$ cat src/sst_pkg.sv
package sst_pkg;

	localparam int COUNT_BITS_DEF = 20;
	localparam int ENCODER_BITS_DEF = 16;

	localparam int LIGHT_W = 7;
	localparam int SPEED_W = 7;
	localparam int TOL_W = 7;
	localparam int INTERVAL_W = 20;
	localparam int DRIVE_W = 8;
	localparam int PHASE_W = 4;
	localparam int SENSOR_W = 3;

	localparam int APB_ADDR_W = 5;
	localparam int APB_DATA_W = 32;

	// register indexes (byte address / 4)
	localparam logic [2:0] REG_TOLERANCE = 3'd0;
	localparam logic [2:0] REG_INTERVAL = 3'd1;
	localparam logic [2:0] REG_YAW_TRACK = 3'd2;
	localparam logic [2:0] REG_PITCH_TRACK = 3'd3;
	localparam logic [2:0] REG_PITCH_HOME = 3'd4;

	localparam logic [TOL_W-1:0] TOLERANCE_RST = 7'd10;
	localparam logic [INTERVAL_W-1:0] INTERVAL_RST = 20'd5000;
	localparam logic [SPEED_W-1:0] YAW_TRACK_RST = 7'd10;
	localparam logic [SPEED_W-1:0] PITCH_TRACK_RST = 7'd10;
	localparam logic [SPEED_W-1:0] PITCH_HOME_RST = 7'd5;

	// phase codes as seen on the result channel
	localparam logic [PHASE_W-1:0] PH_PRESS = 4'd0;
	localparam logic [PHASE_W-1:0] PH_RELEASE = 4'd1;
	localparam logic [PHASE_W-1:0] PH_CLASSIFY = 4'd2;
	localparam logic [PHASE_W-1:0] PH_YAW = 4'd3;
	localparam logic [PHASE_W-1:0] PH_PITCH = 4'd4;
	localparam logic [PHASE_W-1:0] PH_WAIT = 4'd5;
	localparam logic [PHASE_W-1:0] PH_WAIT_REL = 4'd6;
	localparam logic [PHASE_W-1:0] PH_RETURN = 4'd7;
	localparam logic [PHASE_W-1:0] PH_SHUT_PITCH = 4'd8;
	localparam logic [PHASE_W-1:0] PH_SHUT_YAW = 4'd9;
	localparam logic [PHASE_W-1:0] PH_DONE = 4'd10;

	localparam logic [SENSOR_W-1:0] SENSOR_NONE = 3'd0;
	localparam logic [SENSOR_W-1:0] SENSOR_ONE = 3'd1;
	localparam logic [SENSOR_W-1:0] SENSOR_TWO = 3'd2;
	localparam logic [SENSOR_W-1:0] SENSOR_THREE = 3'd3;
	localparam logic [SENSOR_W-1:0] SENSOR_FOUR = 3'd4;

	typedef enum logic [10:0] {
		ST_PRESS      = 11'b000_0000_0001,
		ST_RELEASE    = 11'b000_0000_0010,
		ST_CLASSIFY   = 11'b000_0000_0100,
		ST_YAW        = 11'b000_0000_1000,
		ST_PITCH      = 11'b000_0001_0000,
		ST_WAIT       = 11'b000_0010_0000,
		ST_WAIT_REL   = 11'b000_0100_0000,
		ST_RETURN     = 11'b000_1000_0000,
		ST_SHUT_PITCH = 11'b001_0000_0000,
		ST_SHUT_YAW   = 11'b010_0000_0000,
		ST_DONE       = 11'b100_0000_0000
	} phase_t;

	typedef struct packed {
		logic [TOL_W-1:0] tolerance;
		logic [INTERVAL_W-1:0] interval_ms;
		logic [SPEED_W-1:0] yaw_track_speed;
		logic [SPEED_W-1:0] pitch_track_speed;
		logic [SPEED_W-1:0] pitch_home_speed;
	} cfg_t;

	typedef struct packed {
		logic [DRIVE_W-1:0] yaw_drive;
		logic [DRIVE_W-1:0] pitch_drive;
		logic [PHASE_W-1:0] phase;
		logic [SENSOR_W-1:0] brightest;
		logic finished;
	} res_t;

	function automatic logic [PHASE_W-1:0] phase_code(input phase_t st);
		logic [PHASE_W-1:0] code;
		unique case (st)
			ST_PRESS:      code = PH_PRESS;
			ST_RELEASE:    code = PH_RELEASE;
			ST_CLASSIFY:   code = PH_CLASSIFY;
			ST_YAW:        code = PH_YAW;
			ST_PITCH:      code = PH_PITCH;
			ST_WAIT:       code = PH_WAIT;
			ST_WAIT_REL:   code = PH_WAIT_REL;
			ST_RETURN:     code = PH_RETURN;
			ST_SHUT_PITCH: code = PH_SHUT_PITCH;
			ST_SHUT_YAW:   code = PH_SHUT_YAW;
			default:       code = PH_DONE;
		endcase
		return code;
	endfunction

endpackage

$ cat src/sst_if.sv
interface sst_item_if #(
	parameter int ENC_BITS = sst_pkg::ENCODER_BITS_DEF
);
	logic valid;
	logic ready;
	logic [sst_pkg::LIGHT_W-1:0] light_one;
	logic [sst_pkg::LIGHT_W-1:0] light_two;
	logic [sst_pkg::LIGHT_W-1:0] light_three;
	logic [sst_pkg::LIGHT_W-1:0] light_four;
	logic signed [ENC_BITS-1:0] pitch_count;
	logic signed [ENC_BITS-1:0] yaw_count;
	logic button;

	modport source (
		output valid, light_one, light_two, light_three, light_four,
		output pitch_count, yaw_count, button,
		input ready
	);
	modport sink (
		input valid, light_one, light_two, light_three, light_four,
		input pitch_count, yaw_count, button,
		output ready
	);
endinterface

interface sst_result_if;
	logic valid;
	logic ready;
	logic signed [sst_pkg::DRIVE_W-1:0] yaw_drive;
	logic signed [sst_pkg::DRIVE_W-1:0] pitch_drive;
	logic [sst_pkg::PHASE_W-1:0] phase;
	logic [sst_pkg::SENSOR_W-1:0] brightest;
	logic finished;

	modport source (
		output valid, yaw_drive, pitch_drive, phase, brightest, finished,
		input ready
	);
	modport sink (
		input valid, yaw_drive, pitch_drive, phase, brightest, finished,
		output ready
	);
endinterface

$ cat src/sst_apb_regs.sv
module sst_apb_regs (
	input  logic clk,
	input  logic arst_n,
	input  logic psel,
	input  logic penable,
	input  logic pwrite,
	input  logic [sst_pkg::APB_ADDR_W-1:0] paddr,
	input  logic [sst_pkg::APB_DATA_W-1:0] pwdata,
	output logic [sst_pkg::APB_DATA_W-1:0] prdata,
	output logic pready,
	output sst_pkg::cfg_t cfg
);

	sst_pkg::cfg_t cfg_q;
	logic wr_en;
	logic [2:0] reg_idx;

	assign pready = 1'b1;
	assign wr_en = psel & penable & pwrite;
	assign reg_idx = paddr[4:2];
	assign cfg = cfg_q;

	always_ff @(posedge clk or negedge arst_n) begin
		if (!arst_n) begin
			cfg_q.tolerance <= sst_pkg::TOLERANCE_RST;
			cfg_q.interval_ms <= sst_pkg::INTERVAL_RST;
			cfg_q.yaw_track_speed <= sst_pkg::YAW_TRACK_RST;
			cfg_q.pitch_track_speed <= sst_pkg::PITCH_TRACK_RST;
			cfg_q.pitch_home_speed <= sst_pkg::PITCH_HOME_RST;
		end else if (wr_en) begin
			unique case (reg_idx)
				sst_pkg::REG_TOLERANCE:
					cfg_q.tolerance <= pwdata[sst_pkg::TOL_W-1:0];
				sst_pkg::REG_INTERVAL:
					cfg_q.interval_ms <= pwdata[sst_pkg::INTERVAL_W-1:0];
				sst_pkg::REG_YAW_TRACK:
					cfg_q.yaw_track_speed <= pwdata[sst_pkg::SPEED_W-1:0];
				sst_pkg::REG_PITCH_TRACK:
					cfg_q.pitch_track_speed <= pwdata[sst_pkg::SPEED_W-1:0];
				sst_pkg::REG_PITCH_HOME:
					cfg_q.pitch_home_speed <= pwdata[sst_pkg::SPEED_W-1:0];
				default: ;
			endcase
		end
	end

	always_comb begin
		unique case (reg_idx)
			sst_pkg::REG_TOLERANCE:
				prdata = {{(sst_pkg::APB_DATA_W-sst_pkg::TOL_W){1'b0}}, cfg_q.tolerance};
			sst_pkg::REG_INTERVAL:
				prdata = {{(sst_pkg::APB_DATA_W-sst_pkg::INTERVAL_W){1'b0}}, cfg_q.interval_ms};
			sst_pkg::REG_YAW_TRACK:
				prdata = {{(sst_pkg::APB_DATA_W-sst_pkg::SPEED_W){1'b0}},
					cfg_q.yaw_track_speed};
			sst_pkg::REG_PITCH_TRACK:
				prdata = {{(sst_pkg::APB_DATA_W-sst_pkg::SPEED_W){1'b0}},
					cfg_q.pitch_track_speed};
			sst_pkg::REG_PITCH_HOME:
				prdata = {{(sst_pkg::APB_DATA_W-sst_pkg::SPEED_W){1'b0}},
					cfg_q.pitch_home_speed};
			default:
				prdata = '0;
		endcase
	end

endmodule

$ cat src/sst_core.sv
module sst_core #(
	parameter int COUNT_BITS = sst_pkg::COUNT_BITS_DEF,
	parameter int ENC_BITS = sst_pkg::ENCODER_BITS_DEF
) (
	input  logic clk,
	input  logic arst_n,
	input  logic fire,
	input  sst_pkg::cfg_t cfg,
	input  logic [sst_pkg::LIGHT_W-1:0] light_one,
	input  logic [sst_pkg::LIGHT_W-1:0] light_two,
	input  logic [sst_pkg::LIGHT_W-1:0] light_three,
	input  logic [sst_pkg::LIGHT_W-1:0] light_four,
	input  logic [ENC_BITS-1:0] pitch_count,
	input  logic [ENC_BITS-1:0] yaw_count,
	input  logic button,
	output sst_pkg::res_t res
);

	localparam int LW = sst_pkg::LIGHT_W;
	localparam int DW = sst_pkg::DRIVE_W;
	localparam int IW = sst_pkg::INTERVAL_W;
	localparam int CMP_W = (COUNT_BITS > IW) ? COUNT_BITS : IW;
	localparam logic [COUNT_BITS-1:0] CNT_MAX = {COUNT_BITS{1'b1}};

	sst_pkg::phase_t state_q, state_d;
	logic [COUNT_BITS-1:0] cnt_q, cnt_d, cnt_inc;
	logic pair12_q, pair12_d;
	logic [sst_pkg::SENSOR_W-1:0] bright_q, bright_d, bright_pick;
	logic [DW-1:0] yaw_drv_q, yaw_drv_d;
	logic [DW-1:0] pitch_drv_q, pitch_drv_d;
	logic [ENC_BITS-1:0] home_off_q, home_off_d;

	logic dark;
	logic [LW+1:0] light_sum;
	logic bal12, bal34, bal13;
	logic [ENC_BITS:0] pitch_rel;
	logic pitch_home, pitch_pos, yaw_home, yaw_pos;
	logic wait_end;
	logic [DW-1:0] yaw_spd, yaw_spd_neg, ptrk_spd, ptrk_spd_neg, phome_spd, phome_spd_neg;

	function automatic logic is_bal(input logic [LW-1:0] a, input logic [LW-1:0] b,
		input logic [sst_pkg::TOL_W-1:0] tol);
		logic [LW-1:0] d;
		d = (a >= b) ? (a - b) : (b - a);
		return d <= tol;
	endfunction

	assign light_sum = {2'b00, light_one} + {2'b00, light_two}
		+ {2'b00, light_three} + {2'b00, light_four};
	// average of zero after truncation
	assign dark = light_sum < (LW+2)'(4);

	assign bal12 = is_bal(light_one, light_two, cfg.tolerance);
	assign bal34 = is_bal(light_three, light_four, cfg.tolerance);
	assign bal13 = is_bal(light_one, light_three, cfg.tolerance);

	always_comb begin
		if (light_one > light_two && light_one > light_three && light_one > light_four)
			bright_pick = sst_pkg::SENSOR_ONE;
		else if (light_two > light_one && light_two > light_three && light_two > light_four)
			bright_pick = sst_pkg::SENSOR_TWO;
		else if (light_three > light_one && light_three > light_two
			&& light_three > light_four)
			bright_pick = sst_pkg::SENSOR_THREE;
		else
			bright_pick = sst_pkg::SENSOR_FOUR;
	end

	assign pitch_rel = {pitch_count[ENC_BITS-1], pitch_count}
		- {home_off_q[ENC_BITS-1], home_off_q};
	assign pitch_home = (pitch_rel == '0) || (pitch_rel == {{ENC_BITS{1'b0}}, 1'b1})
		|| (pitch_rel == {(ENC_BITS+1){1'b1}});
	assign pitch_pos = !pitch_rel[ENC_BITS] && (pitch_rel != '0);
	assign yaw_home = (yaw_count == '0) || (yaw_count == {{(ENC_BITS-1){1'b0}}, 1'b1})
		|| (yaw_count == {ENC_BITS{1'b1}});
	assign yaw_pos = !yaw_count[ENC_BITS-1] && (yaw_count != '0);

	assign yaw_spd = {1'b0, cfg.yaw_track_speed};
	assign yaw_spd_neg = DW'(0) - yaw_spd;
	assign ptrk_spd = {1'b0, cfg.pitch_track_speed};
	assign ptrk_spd_neg = DW'(0) - ptrk_spd;
	assign phome_spd = {1'b0, cfg.pitch_home_speed};
	assign phome_spd_neg = DW'(0) - phome_spd;

	assign cnt_inc = (cnt_q != CNT_MAX) ? (cnt_q + COUNT_BITS'(1)) : cnt_q;
	assign wait_end = (CMP_W'(cnt_inc) >= CMP_W'(cfg.interval_ms)) || (cnt_inc == CNT_MAX);

	always_comb begin
		state_d = state_q;
		cnt_d = cnt_q;
		pair12_d = pair12_q;
		bright_d = bright_q;
		yaw_drv_d = yaw_drv_q;
		pitch_drv_d = pitch_drv_q;
		home_off_d = home_off_q;
		unique case (state_q)
			sst_pkg::ST_PRESS: begin
				if (button)
					state_d = sst_pkg::ST_RELEASE;
			end
			sst_pkg::ST_RELEASE: begin
				if (!button)
					state_d = sst_pkg::ST_CLASSIFY;
			end
			sst_pkg::ST_CLASSIFY: begin
				if (dark) begin
					state_d = sst_pkg::ST_SHUT_PITCH;
				end else begin
					bright_d = bright_pick;
					pair12_d = (bright_pick == sst_pkg::SENSOR_ONE)
						|| (bright_pick == sst_pkg::SENSOR_TWO);
					yaw_drv_d = ((bright_pick == sst_pkg::SENSOR_ONE)
						|| (bright_pick == sst_pkg::SENSOR_THREE)) ? yaw_spd_neg : yaw_spd;
					state_d = sst_pkg::ST_YAW;
				end
			end
			sst_pkg::ST_YAW: begin
				if (pair12_q ? bal12 : bal34) begin
					yaw_drv_d = '0;
					if (light_one > light_three)
						pitch_drv_d = ptrk_spd;
					else if (light_one < light_three)
						pitch_drv_d = ptrk_spd_neg;
					else
						pitch_drv_d = '0;
					state_d = sst_pkg::ST_PITCH;
				end
			end
			sst_pkg::ST_PITCH: begin
				if (bal13) begin
					pitch_drv_d = '0;
					cnt_d = '0;
					state_d = sst_pkg::ST_WAIT;
				end
			end
			sst_pkg::ST_WAIT: begin
				if (button) begin
					state_d = sst_pkg::ST_WAIT_REL;
				end else begin
					cnt_d = cnt_inc;
					if (wait_end)
						state_d = sst_pkg::ST_RETURN;
				end
			end
			sst_pkg::ST_WAIT_REL: begin
				if (!button)
					state_d = sst_pkg::ST_SHUT_PITCH;
			end
			sst_pkg::ST_RETURN: begin
				if (pitch_home) begin
					pitch_drv_d = '0;
					home_off_d = pitch_count;
					state_d = sst_pkg::ST_CLASSIFY;
				end else begin
					pitch_drv_d = pitch_pos ? phome_spd_neg : phome_spd;
				end
			end
			sst_pkg::ST_SHUT_PITCH: begin
				if (pitch_home) begin
					pitch_drv_d = '0;
					state_d = sst_pkg::ST_SHUT_YAW;
				end else begin
					pitch_drv_d = pitch_pos ? phome_spd_neg : phome_spd;
				end
			end
			sst_pkg::ST_SHUT_YAW: begin
				if (yaw_home) begin
					yaw_drv_d = '0;
					state_d = sst_pkg::ST_DONE;
				end else begin
					yaw_drv_d = yaw_pos ? yaw_spd_neg : yaw_spd;
				end
			end
			default: begin
				yaw_drv_d = '0;
				pitch_drv_d = '0;
			end
		endcase
	end

	always_ff @(posedge clk or negedge arst_n) begin
		if (!arst_n) begin
			state_q <= sst_pkg::ST_PRESS;
			cnt_q <= '0;
			pair12_q <= 1'b0;
			bright_q <= sst_pkg::SENSOR_NONE;
			yaw_drv_q <= '0;
			pitch_drv_q <= '0;
			home_off_q <= '0;
		end else if (fire) begin
			state_q <= state_d;
			cnt_q <= cnt_d;
			pair12_q <= pair12_d;
			bright_q <= bright_d;
			yaw_drv_q <= yaw_drv_d;
			pitch_drv_q <= pitch_drv_d;
			home_off_q <= home_off_d;
		end
	end

	assign res.yaw_drive = yaw_drv_d;
	assign res.pitch_drive = pitch_drv_d;
	assign res.phase = sst_pkg::phase_code(state_d);
	assign res.brightest = bright_d;
	assign res.finished = (state_d == sst_pkg::ST_DONE);

`ifndef SYNTHESIS
	a_state_onehot: assert property (@(posedge clk) disable iff (!arst_n)
		$onehot(state_q))
		else $error("phase register lost its one-hot code");

	a_done_motors_off: assert property (@(posedge clk) disable iff (!arst_n)
		(state_q == sst_pkg::ST_DONE) |-> (yaw_drv_q == '0 && pitch_drv_q == '0))
		else $error("motor driven after shutdown");

	a_wait_motors_off: assert property (@(posedge clk) disable iff (!arst_n)
		(state_q == sst_pkg::ST_WAIT) |-> (yaw_drv_q == '0 && pitch_drv_q == '0))
		else $error("motor driven during wait");

	a_pitch_yaw_off: assert property (@(posedge clk) disable iff (!arst_n)
		(state_q == sst_pkg::ST_PITCH) |-> (yaw_drv_q == '0))
		else $error("yaw driven while balancing pitch");

	a_hold_when_idle: assert property (@(posedge clk) disable iff (!arst_n)
		!fire |=> $stable(state_q) && $stable(cnt_q) && $stable(home_off_q))
		else $error("state moved without a tick");
`endif

endmodule

$ cat src/four_sensor_sun_tracker.sv
// Four-sensor sun tracker.
// The item channel carries one 1 ms tick: four light samples, the pitch and
// yaw encoder counts and the enter button level. The result channel returns
// exactly one result per tick: yaw and pitch drive, phase, the last chosen
// brightest sensor and a finished flag. Both channels transfer on valid and
// ready high at a rising clock edge.
// A tick is captured in an input register; the sequencer then evaluates it
// against the tracker state and loads the output register, from which the
// result is offered on the result channel. One tick is taken per cycle as
// long as the result side keeps up.
// When the receiver stalls, the result holds in the output register and one
// more tick may be taken into the input register; item ready then drops
// until the result transfers.
// Reset clears both pipeline valid flags and puts the tracker in the await
// press phase with all drives at zero and the register file at its defaults.
// The APB registers (tolerance, interval, three speeds) should be written
// only while no tick is in flight.
module four_sensor_sun_tracker #(
	parameter int COUNT_BITS = sst_pkg::COUNT_BITS_DEF,
	parameter int ENCODER_BITS = sst_pkg::ENCODER_BITS_DEF
) (
	input  logic clk,
	input  logic arst_n,
	input  logic psel,
	input  logic penable,
	input  logic pwrite,
	input  logic [sst_pkg::APB_ADDR_W-1:0] paddr,
	input  logic [sst_pkg::APB_DATA_W-1:0] pwdata,
	output logic [sst_pkg::APB_DATA_W-1:0] prdata,
	output logic pready,
	sst_item_if.sink item,
	sst_result_if.source result
);

	sst_pkg::cfg_t cfg;
	sst_pkg::res_t res_d, res_q;
	logic valid_s1, res_valid_q;
	logic advance, fire;
	logic [sst_pkg::LIGHT_W-1:0] light_one_s1, light_two_s1, light_three_s1, light_four_s1;
	logic [ENCODER_BITS-1:0] pitch_count_s1, yaw_count_s1;
	logic button_s1;

	sst_apb_regs u_regs (
		.clk     (clk),
		.arst_n  (arst_n),
		.psel    (psel),
		.penable (penable),
		.pwrite  (pwrite),
		.paddr   (paddr),
		.pwdata  (pwdata),
		.prdata  (prdata),
		.pready  (pready),
		.cfg     (cfg)
	);

	assign advance = !res_valid_q || result.ready;
	assign fire = valid_s1 && advance;
	assign item.ready = !valid_s1 || advance;

	always_ff @(posedge clk or negedge arst_n) begin
		if (!arst_n) begin
			valid_s1 <= 1'b0;
		end else if (item.ready) begin
			valid_s1 <= item.valid;
		end
	end

	always_ff @(posedge clk) begin
		if (item.ready && item.valid) begin
			light_one_s1 <= item.light_one;
			light_two_s1 <= item.light_two;
			light_three_s1 <= item.light_three;
			light_four_s1 <= item.light_four;
			pitch_count_s1 <= item.pitch_count;
			yaw_count_s1 <= item.yaw_count;
			button_s1 <= item.button;
		end
	end

	sst_core #(
		.COUNT_BITS (COUNT_BITS),
		.ENC_BITS   (ENCODER_BITS)
	) u_core (
		.clk         (clk),
		.arst_n      (arst_n),
		.fire        (fire),
		.cfg         (cfg),
		.light_one   (light_one_s1),
		.light_two   (light_two_s1),
		.light_three (light_three_s1),
		.light_four  (light_four_s1),
		.pitch_count (pitch_count_s1),
		.yaw_count   (yaw_count_s1),
		.button      (button_s1),
		.res         (res_d)
	);

	always_ff @(posedge clk or negedge arst_n) begin
		if (!arst_n) begin
			res_valid_q <= 1'b0;
		end else if (advance) begin
			res_valid_q <= valid_s1;
		end
	end

	always_ff @(posedge clk) begin
		if (fire)
			res_q <= res_d;
	end

	assign result.valid = res_valid_q;
	assign result.yaw_drive = res_q.yaw_drive;
	assign result.pitch_drive = res_q.pitch_drive;
	assign result.phase = res_q.phase;
	assign result.brightest = res_q.brightest;
	assign result.finished = res_q.finished;

endmodule

$ cat src/flat_wrapper.sv
// flat-port wrapper written by rule: the top's interface ports become plain ports
module four_sensor_sun_tracker_flat 
#(
	parameter int COUNT_BITS = sst_pkg::COUNT_BITS_DEF,
	parameter int ENCODER_BITS = sst_pkg::ENCODER_BITS_DEF
)
  (clk, arst_n, psel, penable, pwrite, paddr, pwdata, prdata, pready, item_valid, item_light_one, item_light_two, item_light_three, item_light_four, item_pitch_count, item_yaw_count, item_button, item_ready, result_valid, result_yaw_drive, result_pitch_drive, result_phase, result_brightest, result_finished, result_ready);
  sst_item_if item_i ();
  sst_result_if result_i ();
  input  logic clk;
  input  logic arst_n;
  input  logic psel;
  input  logic penable;
  input  logic pwrite;
  input  logic [sst_pkg::APB_ADDR_W-1:0] paddr;
  input  logic [sst_pkg::APB_DATA_W-1:0] pwdata;
  output logic [sst_pkg::APB_DATA_W-1:0] prdata;
  output logic pready;
  input wire logic [$bits(item_i.valid)-1:0] item_valid;
  input wire logic [$bits(item_i.light_one)-1:0] item_light_one;
  input wire logic [$bits(item_i.light_two)-1:0] item_light_two;
  input wire logic [$bits(item_i.light_three)-1:0] item_light_three;
  input wire logic [$bits(item_i.light_four)-1:0] item_light_four;
  input wire logic [$bits(item_i.pitch_count)-1:0] item_pitch_count;
  input wire logic [$bits(item_i.yaw_count)-1:0] item_yaw_count;
  input wire logic [$bits(item_i.button)-1:0] item_button;
  output wire logic [$bits(item_i.ready)-1:0] item_ready;
  output wire logic [$bits(result_i.valid)-1:0] result_valid;
  output wire logic [$bits(result_i.yaw_drive)-1:0] result_yaw_drive;
  output wire logic [$bits(result_i.pitch_drive)-1:0] result_pitch_drive;
  output wire logic [$bits(result_i.phase)-1:0] result_phase;
  output wire logic [$bits(result_i.brightest)-1:0] result_brightest;
  output wire logic [$bits(result_i.finished)-1:0] result_finished;
  input wire logic [$bits(result_i.ready)-1:0] result_ready;
  assign item_i.valid = item_valid;
  assign item_i.light_one = item_light_one;
  assign item_i.light_two = item_light_two;
  assign item_i.light_three = item_light_three;
  assign item_i.light_four = item_light_four;
  assign item_i.pitch_count = item_pitch_count;
  assign item_i.yaw_count = item_yaw_count;
  assign item_i.button = item_button;
  assign item_ready = item_i.ready;
  assign result_valid = result_i.valid;
  assign result_yaw_drive = result_i.yaw_drive;
  assign result_pitch_drive = result_i.pitch_drive;
  assign result_phase = result_i.phase;
  assign result_brightest = result_i.brightest;
  assign result_finished = result_i.finished;
  assign result_i.ready = result_ready;
  four_sensor_sun_tracker #(.COUNT_BITS(COUNT_BITS), .ENCODER_BITS(ENCODER_BITS)) u_core (.clk(clk), .arst_n(arst_n), .psel(psel), .penable(penable), .pwrite(pwrite), .paddr(paddr), .pwdata(pwdata), .prdata(prdata), .pready(pready), .item(item_i), .result(result_i));
endmodule
$ cat config.mk
export PLATFORM = sky130hd
export DESIGN_NAME = four_sensor_sun_tracker_flat
export DESIGN_NICKNAME = d
export VERILOG_FILES = /design/src/sst_pkg.sv /design/src/sst_if.sv /design/src/sst_apb_regs.sv /design/src/sst_core.sv /design/src/four_sensor_sun_tracker.sv /design/src/flat_wrapper.sv
export SDC_FILE = /design/constraint.sdc
export NUM_CORES = 1
export LEC_CHECK = 0
export ABC_AREA = 0
export ABC_CLOCK_PERIOD_IN_PS = 15600
export BUFFER_PORTS_ARGS = -buffer_cell sky130_fd_sc_hd__buf_2
export CAP_MARGIN = 20
export CORE_ASPECT_RATIO = 1.5
export CORE_MARGIN = 2
export CORE_UTILIZATION = 50
export CTS_CLUSTER_DIAMETER = 60
export DETAILED_ROUTE_END_ITERATION = 12
export PLACE_DENSITY = 0.7
export SETUP_SLACK_MARGIN = 0.05
export SLEW_MARGIN = 20
export SYNTH_ARGS = -nofsm -noshare
export SYNTH_HDL_FRONTEND = slang
export SYNTH_SLANG_ARGS = --single-unit
$ cat constraint.sdc
create_clock -name clk -period 15.6 [get_ports clk]
set_input_delay 1.56 -clock clk [delete_from_list [all_inputs] [get_ports clk]]
set_output_delay 1.56 -clock clk [all_outputs]
set_load 0.02 [all_outputs]
== Word-level counts from Yosys, hierarchy flattened ==
Cells that the tools add are included.

* Add/sub/neg operators: 14
* Order comparisons: 18
* Equal/unequal tests: 36
* Muxes and demuxes: 40
* Bitwise operators: 3
* Reduce and logical (&&, ||, !) cells: 40

{| class="wikitable"
|+ Operators by type and width
! kind !! number
|-
| $mux W11 || 10
|-
| $pmux W11 S10 || 1
|-
| $pmux W20 S5 || 1
|-
| $mux W8 || 11
|-
| $pmux W8 S4 || 2
|-
| $gt A7 B7 Y1 || 9
|-
| $mux W20 || 3
|-
| $sub A7 B7 Y7 || 6
|-
| $pmux W20 S2 || 1
|-
| $pmux W4 S10 || 1
|-
| $sub A1 B7 Y8 const A || 3
|-
| $eq A11 B1 Y1 const B || 2
|-
| $eq A11 B10 Y1 const B || 2
|-
| $eq A11 B2 Y1 const B || 2
|-
| $eq A11 B3 Y1 const B || 2
|-
| $eq A11 B4 Y1 const B || 2
|-
| $eq A11 B5 Y1 const B || 2
|-
| $eq A11 B6 Y1 const B || 2
|-
| $eq A11 B7 Y1 const B || 2
|-
| $eq A11 B8 Y1 const B || 2
|-
| $eq A11 B9 Y1 const B || 2
|-
| $ge A7 B7 Y1 || 3
|-
| $le A7 B7 Y1 || 3
|-
| $mux W7 || 3
|-
| other kinds (38) || 74
|}

* Bits in registers: 202
* Bits of input ports: 105
* Output and inout port bits: 59
* Logic and storage cells: 177

== Depth between registers and ports, before layout ==
* Depth in word-level cells: 11
* Depth in mapped cells: 26
* Gate-level depth less buffers: 25

== Cells and area by module ==
Synthesis repeated with hierarchy kept, for this count alone.

* Cell total of the unflattened synthesis: 1,544
* Area, all modules: 15,169.5 um^2

{| class="wikitable"
|+ By module, submodules not included
! module !! times used !! cells an instance !! area an instance (um^2) !! seq. area each (um^2)
|-
| sst_core || 1 || 1,276 || 10,139.7 || 1,677.9
|-
| four_sensor_sun_tracker || 1 || 93 || 2,656.3 || 2,602.5
|-
| sst_apb_regs || 1 || 175 || 2,373.5 || 1,217.4
|}

== Least setup slack after synthesis ==
OpenSTA, ideal clock, no wires.

* Path type: reg-to-reg
* From: register u_core.light_three_s1[1] (netlist bit)
* To: register u_core.res_q, in the netlist u_core.result.phase[3] (data pin)
* Setup time: 0.261 ns
* Arrival time: 5.183 ns
* Required time: 15.339 ns
* Setup slack: 10.157 ns
* Cell stages (with the launch flop): 23
* Buffers on the path: 0
* Period minus slack after synthesis: 5.443 ns
* Cells stage by stage: edfxtp_1 -> inv_1 -> ha_1 -> nor2b_1 -> o21ai_0 -> a21oi_1 -> o21a_1 -> o21a_1 -> o21ai_0 -> nand3_1 -> mux2_2 -> a221oi_1 -> xnor2_1 -> ha_1 -> nand4_1 -> o21bai_1 -> a31oi_1 -> and2_1 -> nor4_1 -> nand4_1 -> a2111oi_4 -> and3b_1 -> a21oi_1

{| class="wikitable"
|+ RTL lines
! item !! RTL line !! RTL
|-
| from (decl) || four_sensor_sun_tracker.sv:39 || <nowiki>logic [sst_pkg::LIGHT_W-1:0] light_one_s1, light_two_s1, light_three_s1, light_four_s1;</nowiki>
|-
| from (signal assigned) || four_sensor_sun_tracker.sv:72 || <nowiki>light_three_s1 <= item.light_three;</nowiki>
|-
| to (signal assigned) || four_sensor_sun_tracker.sv:108 || <nowiki>res_q <= res_d;</nowiki>
|-
| to (decl) || four_sensor_sun_tracker.sv:36 || <nowiki>sst_pkg::res_t res_d, res_q;</nowiki>
|}

==> run_summary.xml <==
<?xml version="1.0" encoding="UTF-8"?>
<metrics>
  <group name="outcome">
    <metric name="run_status" unit="">completed</metric>
  </group>
  <group name="cts">
    <metric name="cts_max_path_buffers" unit="">3</metric>
    <metric name="cts_hold_buffers" unit="">0</metric>
    <metric name="h-tree-depth" unit="">1</metric>
    <metric name="clock-sinks" unit="">202</metric>
    <metric name="cts_resized" unit="">0</metric>
    <metric name="clock_root_cell" unit="">sky130_fd_sc_hd__clkbuf_16</metric>
    <metric name="cts_tree" unit="">done</metric>
    <metric name="clkTransAtPathRegs" unit="ns">0.06</metric>
    <metric name="cts_buffer_count" unit="">24</metric>
    <metric name="cts_setup_buffers" unit="">0</metric>
    <metric name="insertion_delay" unit="ns">0.53</metric>
  </group>
  <group name="hold_path">
    <metric name="holdPathEnd" unit="">u_core.u_core.bright_q[1]</metric>
    <metric name="hold_start" unit="">u_core.u_core.bright_q[1]</metric>
    <metric name="hold_class" unit="">flip-flop to flip-flop</metric>
    <metric name="hold_path_depth" unit="">2</metric>
  </group>
  <group name="timing">
    <metric name="clock_skew" unit="ns">0.0130</metric>
    <metric name="finalCritPeriodShare" unit="">0.478</metric>
    <metric name="timing.max_slew.rel_slack" unit="">0.343</metric>
    <metric name="slew_violations" unit="">0</metric>
    <metric name="rsz0062_at_grt" unit="">false</metric>
    <metric name="fin_crit" unit="ns">7.46</metric>
    <metric name="final-setup-viol-count" unit="">0</metric>
    <metric name="worst_slew_pin_slew" unit="ns">0.961</metric>
    <metric name="timing.final.hold_violations" unit="">0</metric>
    <metric name="fmax" unit="GHz">0.134</metric>
    <metric name="tns" unit="ns">0</metric>
  </group>
  <group name="critical_path">
    <metric name="critical-path-max-stage-delay" unit="ns">0.60</metric>
    <metric name="required" unit="ns">15.96</metric>
    <metric name="worst-path-max-fanout" unit="">7</metric>
    <metric name="crit_path_top_delay_cell" unit="">sky130_fd_sc_hd__a2111oi_4</metric>
    <metric name="cp.arrival" unit="ns">7.83</metric>
    <metric name="critical_path.reg2reg.startpoint" unit="">u_core.light_three_s1[1]</metric>
    <metric name="critical_path_class" unit="">flip-flop to flip-flop</metric>
    <metric name="worst_setup_path_end_kind" unit="">flip-flop</metric>
    <metric name="reg2regPathDepth" unit="">23</metric>
    <metric name="critical-path-top-cell-by-count" unit="">sky130_fd_sc_hd__o21ai_0</metric>
    <metric name="worstPathCellList" unit="">inv_1 &gt; ha_1 &gt; nor2b_1 &gt; o21ai_0 &gt; a21oi_1 &gt; o21a_1 &gt; o21a_1 &gt; o21ai_0 &gt; nand3_1 &gt; mux2i_1 &gt; o21ai_0 &gt; a221oi_1 &gt; xnor2_1 &gt; ha_1 &gt; nand4_1 &gt; o21bai_1 &gt; a31oi_1 &gt; and2_1 &gt; nor4_1 &gt; nand4_1 &gt; a2111oi_4 &gt; nand4b_1 &gt; o211ai_1</metric>
    <metric name="timing.rr.end" unit="">u_core.result.phase[0]</metric>
    <metric name="critical_path.startpoint_type" unit="">flip-flop</metric>
    <metric name="worst-r2r-setup-slack" unit="ns">8.14</metric>
  </group>
  <group name="global_routing">
    <metric name="most_heavily_used_metal_layer_in_global_routing" unit="">met2</metric>
    <metric name="grt_first_pass_wirelength" unit="um">65800</metric>
    <metric name="grt_overflow_total" unit="">0</metric>
    <metric name="antenna_found_initial" unit="">5</metric>
    <metric name="use_met1" unit="">0.255</metric>
    <metric name="grt_start_max_net_pins" unit="">72</metric>
    <metric name="use_met2" unit="">0.505</metric>
    <metric name="via_count_of_the_first_global_routing_pass" unit="">13000</metric>
    <metric name="groute.usage.overall" unit="">0.260</metric>
    <metric name="grtUsageMet3" unit="">0.0316</metric>
  </group>
  <group name="job">
    <metric name="max-cap-violations" unit="">0</metric>
  </group>
  <group name="yosys">
    <metric name="seq_area_frac_synth" unit="">0.364</metric>
    <metric name="netlist_area_pre_place" unit="um^2">15100</metric>
    <metric name="post_synth_num_cell_types" unit="">89</metric>
    <metric name="synth_most_common_cell" unit="">sky130_fd_sc_hd__nand2_1</metric>
    <metric name="ys_top_cells_by_area" unit="">sky130_fd_sc_hd__dfrtp_1, sky130_fd_sc_hd__edfxtp_1, sky130_fd_sc_hd__ha_1, sky130_fd_sc_hd__nand2_1, sky130_fd_sc_hd__o21ai_0</metric>
    <metric name="synth_top_area_cell" unit="">sky130_fd_sc_hd__dfrtp_1</metric>
    <metric name="synth-edff-count" unit="">85</metric>
    <metric name="ys.flop_type" unit="">sky130_fd_sc_hd__dfrtp_1</metric>
    <metric name="commonest_cells_in_the_netlist" unit="">sky130_fd_sc_hd__nand2_1, sky130_fd_sc_hd__ha_1, sky130_fd_sc_hd__inv_1, sky130_fd_sc_hd__o21ai_0, sky130_fd_sc_hd__nor2_1</metric>
    <metric name="yosys_register_bits" unit="">202</metric>
    <metric name="synthCells" unit="">1657</metric>
    <metric name="syn_avg_cell_area" unit="um^2">9.10</metric>
    <metric name="synthDominantCellAreaShare" unit="">0.171</metric>
    <metric name="synth-async-reset-ratio" unit="">0.579</metric>
    <metric name="yosys_warnings" unit="">0</metric>
  </group>
  <group name="layout">
    <metric name="design.final.nets" unit="">2015</metric>
    <metric name="fill_cells" unit="">2657</metric>
    <metric name="final_layout_size_suffix_gt1_frac" unit="">0.150</metric>
    <metric name="syn_to_final_growth" unit="%">11.6</metric>
    <metric name="instances_no_fill" unit="">2174</metric>
  </group>
  <group name="placement">
    <metric name="port-buffer-count" unit="">136</metric>
    <metric name="post-place-cells" unit="">2127</metric>
    <metric name="routabilityCongestion" unit="">0.973</metric>
    <metric name="post_dp_hpwl" unit="um">32600</metric>
  </group>
  <group name="floorplan">
    <metric name="chipWidth" unit="um">146</metric>
    <metric name="placeableCoreArea" unit="um^2">29600</metric>
    <metric name="initial_core_util" unit="">0.510</metric>
    <metric name="die_area" unit="um^2">31600</metric>
    <metric name="die_boundary_height" unit="um">217</metric>
    <metric name="boundaryPins" unit="">164</metric>
    <metric name="floorplan.rows" unit="">77</metric>
  </group>
  <group name="pwr">
    <metric name="static-leakage-power" unit="nW">7.55</metric>
    <metric name="power_per_cell_area" unit="nW/um^2">96.9</metric>
    <metric name="max-vdd-ir-drop" unit="V">0.0000908</metric>
  </group>
  <group name="routing">
    <metric name="routed_wirelength" unit="um">41700</metric>
    <metric name="initialDrtViolationCount" unit="">674</metric>
    <metric name="final_routed_drc_violation_total" unit="">0</metric>
    <metric name="detail-route-antenna-nets" unit="">0</metric>
    <metric name="post_drt_via_cell_ratio" unit="">5.88</metric>
    <metric name="drt_first_pass_iters" unit="">5</metric>
    <metric name="post_drt_wl_per_cell" unit="um">19.2</metric>
    <metric name="detailroute.via_count" unit="">12800</metric>
  </group>
</metrics>
[final cells by class]
| class | instances | area [um^2] | share of cell area |
|---|---|---|---|
| timing repair buffer | 144 | 743 | 0.0442 |
| antenna | 3 | 7.51 | 0.000446 |
| clock buffer | 30 | 679 | 0.0404 |
| tap | 395 | 494 | 0.0294 |
| multi-input combinational | 1257 | 8800 | 0.523 |
| clock inverter | 14 | 128 | 0.00758 |
| inverter | 129 | 484 | 0.0288 |
| sequential | 202 | 5500 | 0.327 |
[where the power goes]
part,total (mW),internal (mW),switching [mW]
clock,0.570,0.342,0.227
sequential,0.647,0.608,0.0392
combinational,0.414,0.168,0.246
total,1.63,1.12,0.512
[through the flow]
step / total power [mW] / cell area, um^2 / utilization / setup slack (ns) / hold WS (ns)
2_1_floorplan: 0.933 / 15100 / - / 10.16 / 0.443
3_3_place_gp: 1.05 / 16000 / 0.541 / 8.50 / 0.458
3_5_place_dp: 1.06 / 16000 / 0.541 / 8.41 / 0.462
4_1_cts: 1.64 / 16800 / 0.569 / 8.37 / 0.477
5_1_grt: 1.71 / 16800 / 0.569 / 7.81 / 0.512
6_report: 1.63 / 16800 / 0.569 / 8.14 / 0.475
[state kept, by name (all words and copies together), names as in the netlist, 8 cells and up]
register / count
u_core.u_core.pitch_drv_q: 8
u_core.result.pitch_drive: 8
u_core.result.yaw_drive: 8
u_core.u_core.home_off_q: 16
u_core.pitch_count_s1: 16
u_core.yaw_count_s1: 16
u_core.u_regs.cfg: 48
u_core.u_core.state_q: 11
u_core.u_core.cnt_q: 20
u_core.u_core.yaw_drv_q: 8
[routing by layer]
metal | vias up | wire length, um
met2 | 328 | 22700
met5 | - | 32
met1 | 6127 | 14700
met4 | 4 | 2780
li1 | 6187 | -
met3 | 145 | 1490
[how the worst max path moves through the flow]
stage | startpoint | endpoint | slack [ns]
after floorplan | u_core.light_three_s1[1] | u_core.result.phase[3] | 10.16
after global placement | u_core.light_three_s1[1] | u_core.result.phase[0] | 8.50
after detailed placement | u_core.light_three_s1[1] | u_core.result.phase[0] | 8.41
after CTS | u_core.light_three_s1[1] | u_core.result.phase[0] | 8.37
after global routing | u_core.light_three_s1[1] | u_core.result.phase[0] | 7.81
final | u_core.light_three_s1[1] | u_core.result.phase[0] | 8.14
[layout by cell type (no fill, tap or decap), types with 18 or more instances in the layout]
| master | n |
|---|---|
| sky130_fd_sc_hd__a21o_1 | 18 |
| sky130_fd_sc_hd__a21oi_1 | 68 |
| sky130_fd_sc_hd__a22oi_1 | 23 |
| sky130_fd_sc_hd__a31oi_1 | 18 |
| sky130_fd_sc_hd__and2_1 | 21 |
| sky130_fd_sc_hd__buf_2 | 135 |
| sky130_fd_sc_hd__clkbuf_16 | 26 |
| sky130_fd_sc_hd__dfrtp_1 | 103 |
| sky130_fd_sc_hd__edfxtp_1 | 85 |
| sky130_fd_sc_hd__ha_1 | 137 |
| sky130_fd_sc_hd__inv_1 | 128 |
| sky130_fd_sc_hd__mux2_2 | 36 |
| sky130_fd_sc_hd__mux2i_1 | 20 |
| sky130_fd_sc_hd__nand2_1 | 173 |
| sky130_fd_sc_hd__nand2b_1 | 22 |
| sky130_fd_sc_hd__nand3_1 | 52 |
| sky130_fd_sc_hd__nand4_1 | 37 |
| sky130_fd_sc_hd__nor2_1 | 107 |
| sky130_fd_sc_hd__nor2b_1 | 23 |
| sky130_fd_sc_hd__nor3_1 | 43 |
| sky130_fd_sc_hd__nor4_1 | 20 |
| sky130_fd_sc_hd__o21a_1 | 25 |
| sky130_fd_sc_hd__o21ai_0 | 127 |
| sky130_fd_sc_hd__xnor2_1 | 42 |
| sky130_fd_sc_hd__xor2_1 | 21 |
[critical path: cells and delay by family, from the launching register on]
family / cells / cell delay (ns)
and+or+nand+nor: 7 / 2.00
muxes: 1 / 0.57
AOI/OAI and AO/OA: 11 / 3.18
DFF: 1 / 0.52
xor gates and xnor gates: 1 / 0.18
buffers and inverters: 1 / 0.22
adders and majority gates: 2 / 0.62
[cell families (layout without fill, tap and decap cells)]
family / after synthesis / in the layout / share of synthesized area
AO/OA/AOI/OAI: 399 / 399 / 0.173
buffers and inverters: 209 / 317 / 0.0567
multiplexers: 57 / 57 / 0.0416
other: 2 / 16 / 0.000498
adder cells (fa/ha/maj): 152 / 152 / 0.134
AND/OR/NAND/NOR: 573 / 573 / 0.193
flip-flops: 202 / 202 / 0.364
XOR/XNOR: 63 / 63 / 0.0366
(Power assumes the default switching activity.)
